File: src/design/plt_pkg.sv
// Shared types and constants for the positional list table.
`default_nettype none
package plt_pkg;

  localparam int CAPACITY = 128;
  localparam int DATA_W   = 32;
  localparam int POS_W    = 8;
  localparam int CMD_W    = 3;
  localparam int IDX_W    = (CAPACITY > 1) ? $clog2(CAPACITY) : 1;
  localparam int CNT_W    = $clog2(CAPACITY + 1);
  localparam int CMP_W    = ((POS_W > CNT_W) ? POS_W : CNT_W) + 2;
  localparam int CHUNK    = 8;
  localparam int CHUNK_W  = $clog2(CHUNK);
  localparam int NCHUNK   = (CAPACITY + CHUNK - 1) / CHUNK;
  localparam int MV_W     = NCHUNK * CHUNK;

  typedef enum logic [CMD_W-1:0] {
    CMD_INSERT  = 3'd0,
    CMD_DEL_POS = 3'd1,
    CMD_DEL_VAL = 3'd2,
    CMD_LOCATE  = 3'd3,
    CMD_READ    = 3'd4
  } cmd_t;

  typedef enum logic [1:0] {
    CELL_HOLD,
    CELL_INS,
    CELL_DEL
  } cell_op_t;

  typedef enum logic [1:0] {
    ST_IDLE,
    ST_LOAD,
    ST_SCAN,
    ST_DEL
  } state_t;

  typedef struct packed {
    cell_op_t          op;
    logic [IDX_W-1:0]  tgt;
    logic [DATA_W-1:0] data;
  } cell_ctrl_t;

endpackage
`default_nettype wire

File: src/design/plt_cell.sv
// One list cell: holds an entry, shifts with its neighbors, compares against the search key.
`default_nettype none
module plt_cell (
  input  wire logic                      clk,
  input  wire logic [plt_pkg::IDX_W-1:0] idx_i,
  input  wire plt_pkg::cell_ctrl_t       ctrl_i,
  input  wire logic [plt_pkg::DATA_W-1:0] lower_i,
  input  wire logic [plt_pkg::DATA_W-1:0] upper_i,
  input  wire logic [plt_pkg::DATA_W-1:0] key_i,
  input  wire logic [plt_pkg::CNT_W-1:0] count_i,
  output logic      [plt_pkg::DATA_W-1:0] val_o,
  output logic                           match_o
);

  logic [plt_pkg::DATA_W-1:0] val_r;
  logic [plt_pkg::DATA_W-1:0] val_nxt;

  always_comb begin
    val_nxt = val_r;
    case (ctrl_i.op)
      plt_pkg::CELL_INS: begin
        if (idx_i == ctrl_i.tgt) begin
          val_nxt = ctrl_i.data;
        end else if (idx_i > ctrl_i.tgt) begin
          val_nxt = lower_i;
        end
      end
      plt_pkg::CELL_DEL: begin
        if (idx_i >= ctrl_i.tgt) begin
          val_nxt = upper_i;
        end
      end
      default: val_nxt = val_r;
    endcase
  end

  always_ff @(posedge clk) begin
    val_r <= val_nxt;
  end

  assign val_o   = val_r;
  assign match_o = (val_r == key_i) && (plt_pkg::CNT_W'(idx_i) < count_i);

endmodule
`default_nettype wire

File: config.mk
export PLATFORM = sky130hd
export DESIGN_NAME = plt_cell
export DESIGN_NICKNAME = d
export VERILOG_FILES = /design/src/design/plt_pkg.sv /design/src/design/plt_cell.sv
export SDC_FILE = /design/constraint.sdc
export NUM_CORES = 1
export LEC_CHECK = 0
export ABC_CLOCK_PERIOD_IN_PS = 3900
export BUFFER_PORTS_ARGS = -buffer_cell sky130_fd_sc_hd__buf_2
export CAP_MARGIN = 40
export CORE_AREA = 2 2 78 80
export CTS_BUF_LIST = sky130_fd_sc_hd__clkbuf_16
export DETAILED_ROUTE_END_ITERATION = 10
export DIE_AREA = 0 0 80 82
export PLACE_DENSITY = 0.84
export SLEW_MARGIN = 20
export SYNTH_ARGS = -nofsm -noshare
export SYNTH_HDL_FRONTEND = slang
export SYNTH_SLANG_ARGS = --single-unit
File: constraint.sdc
create_clock -name clk -period 3.9 [get_ports clk]
set_input_delay 0.39 -clock clk [delete_from_list [all_inputs] [get_ports clk]]
set_output_delay 0.39 -clock clk [all_outputs]
set_load 0.005 [all_outputs]
==> metrics.csv <==
metric,value,unit
Worst setup EP type,flip-flop,
setup TNS,0,ns
area delta synth->final,47.9,%
final cell count without fillers,491,
first-pass GRT wire length,9820,um
CTS H-tree depth,2,
status,"finished, final reports clean",
Vert. Die Dim,82,um
count of input and output buffers,185,
Final period util,0.585,
Pint,0.803,mW
DR DRC count,0,
Synth Area in Compound Gates,0.116,
Routed Antenna Nets,0,
leakage,1.61,nW
switch share,0.255,
initial core utilization,0.415,
cts hold-fix bufs,0,
layout cells sized above 1,0.502,
DRT iter0 DRCs,47,
area post-placement,3370,um^2
TritonCTS Buffers,5,
average cell area after synthesis,10.4,um^2
Sink Count,32,
synthesis-stage register bit count,32,
crit-path max FO,17,
area share of fa/ha/maj cells after synthesis,0.0682,
root buf cell,clkbuf_16,
Flop pwr share,0.417,
die width,80,um
min cycle time layout,2.28,ns
CTS tree,yes,
setup bufs post-CTS,0,
GRT Residual Overflow,0,
Cell variety after synth,29,
Pwr Density,306,nW/um^2
GP Congestion,0.878,
slew margin rel.,0.563,
core area,5750,um^2
initial antenna violation count,0,
mux cell area share after synthesis,0.134,
worst path arrival time,2.27,ns
fin area,3530,um^2
number of flip-flops in the largest register,32,
GRT Util Overall,0.194,
Ys Warns,0,
Worst VDD drop,0.226,mV
RSZ-0062 raised after global routing,false,
Worst Tran Pin Value,0.655,ns
Max Cap Viol,0,
WS Path Type,input pin to flip-flop,
total die area,6560,um^2
# IOs,186,
Fill cells,508,
final worst setup slack,1.62,ns
final net count,581,
number of gates resized after CTS,0,
xor/xnor cell area share of the yosys netlist,0.118,
via count,2348,
worst endpoint required time,3.89,ns
largest net degree at the start of global routing,65,
Via density,4.78,
Sw Pwr,0.275,mW
"Slew Viols, Final",0,
HPWL after DPL,5590,um
# diodes,0,
number of global-route vias before repair,2211,
Min-Delay Path Class,input pin to flip-flop,
Setup Viol. Count Final,0,
Routed WL per cell,13.5,um
Setup WS pre-CTS,1.29,ns
Pre-antenna DRT Iters,4,
post-synthesis simple-gate area fraction,0.109,
Clock power frac,0.336,
CTS Buffer Depth,2,
Mapped Area,2380,um^2
Peak Freq,438,MHz
Hold WS,0.394,ns
Final Hold Fails,0,
largest family of logic cells by synthesized area,multiplexers,
site row count,28,
sequential area share after synthesis,0.403,
Inst Count DP,482,
logic gate share of total power,0.247,
CP startpoint kind,input pin,
Synthesized Nets,395,
Synth Instances,229,
Clock transition at path regs,0.05,ns
Detailed Route WL,6640,um
## worst max-delay path, cell delays in order
cell     delay [ns]
buf_2          0.11
ha_1           0.32
nand4_2        0.15
nor2_4         0.55
buf_4          0.40
mux2i_1        0.25
o21ai_1        0.09
## cell usage in the layout (no fill, tap or decap), drive strengths merged
cell type,n
inv,14
o21a,1
nor3,2
nor2b,2
nand4b,1
nor4,5
nand2,32
edfxtp,32
a21oi,3
ha,13
buf,189
nor2,2
xnor2,16
a211oi,1
nand4,6
clkinv,1
nand3,1
clkbuf,5
clkinvlp,1
xor2,16
mux2i,32
a21o,5
nand2b,2
o21ai,34
## layout make-up
cell class	count	area [um^2]	share of cell area
multi-input combinational	174	1310	0.370
timing repair buffer	189	976	0.277
sequential	32	961	0.273
clock buffer	5	125	0.0355
tap	75	93.8	0.0266
inverter	13	48.8	0.0138
clock inverter	3	15.0	0.00426
## power by group through the flow
stage / clock network (mW) / logic (mW) / registers, mW
finish: 0.362 / 0.266 / 0.450
global route: 0.389 / 0.297 / 0.454
CTS: 0.375 / 0.266 / 0.451
detailed placement: 0 / 0.266 / 0.457
global placement: 0 / 0.257 / 0.457
floorplan: 0 / 0.118 / 0.459
## cell families after synthesis
logic type,Yosys count
AO/OA/AOI/OAI,44
XOR/XNOR,32
adder cells (fa/ha/maj),13
buffers and inverters,23
flip-flops,32
multiplexers,32
AND/OR/NAND/NOR,53
## worst paths after layout
path | startpoint | end | slack [ns] | cells after the start
worst min-delay path | upper_i[24] | val_o[24] | 0.39 | 3
worst max-delay path | idx_i[5] | val_o[7] | 1.62 | 7
## synthesized netlist by cell type (all sizes together)
library cell	number	share of area
buf	5	0.023
a211oi	1	0.0032
edfxtp	32	0.40
a21oi	3	0.0063
inv	13	0.020
nand2b	2	0.0052
o21ai	34	0.087
a21o	5	0.016
xnor2	16	0.059
nor4	5	0.013
mux2i	32	0.13
nor3	2	0.0042
nand2	32	0.050
xor2	16	0.059
ha	13	0.068
nor2b	2	0.0052
nand4	6	0.018
clkbuf	5	0.0084
nor2	2	0.0063
nand4b	1	0.0037
nand3	1	0.0021
o21a	1	0.0032
## metrics by stage
stage | util | total power, mW
2_1_floorplan | - | 0.577
3_3_place_gp | 0.587 | 0.714
3_5_place_dp | 0.587 | 0.723
4_1_cts | 0.611 | 1.09
5_1_grt | 0.614 | 1.14
6_report | 0.614 | 1.08
## per-layer routing
| layer | vias to the layer above | routed length (um) | global-route usage |
|---|---|---|---|
| met2 | 101 | 3530 | 0.371 |
| met5 | - | 0 | 0 |
| met1 | 1046 | 2580 | 0.215 |
| met3 | 4 | 474 | 0.0451 |
| met4 | 0 | 51 | 0.0508 |
| li1 | 1197 | - | - |
Power figures use the tool's default switching activity.
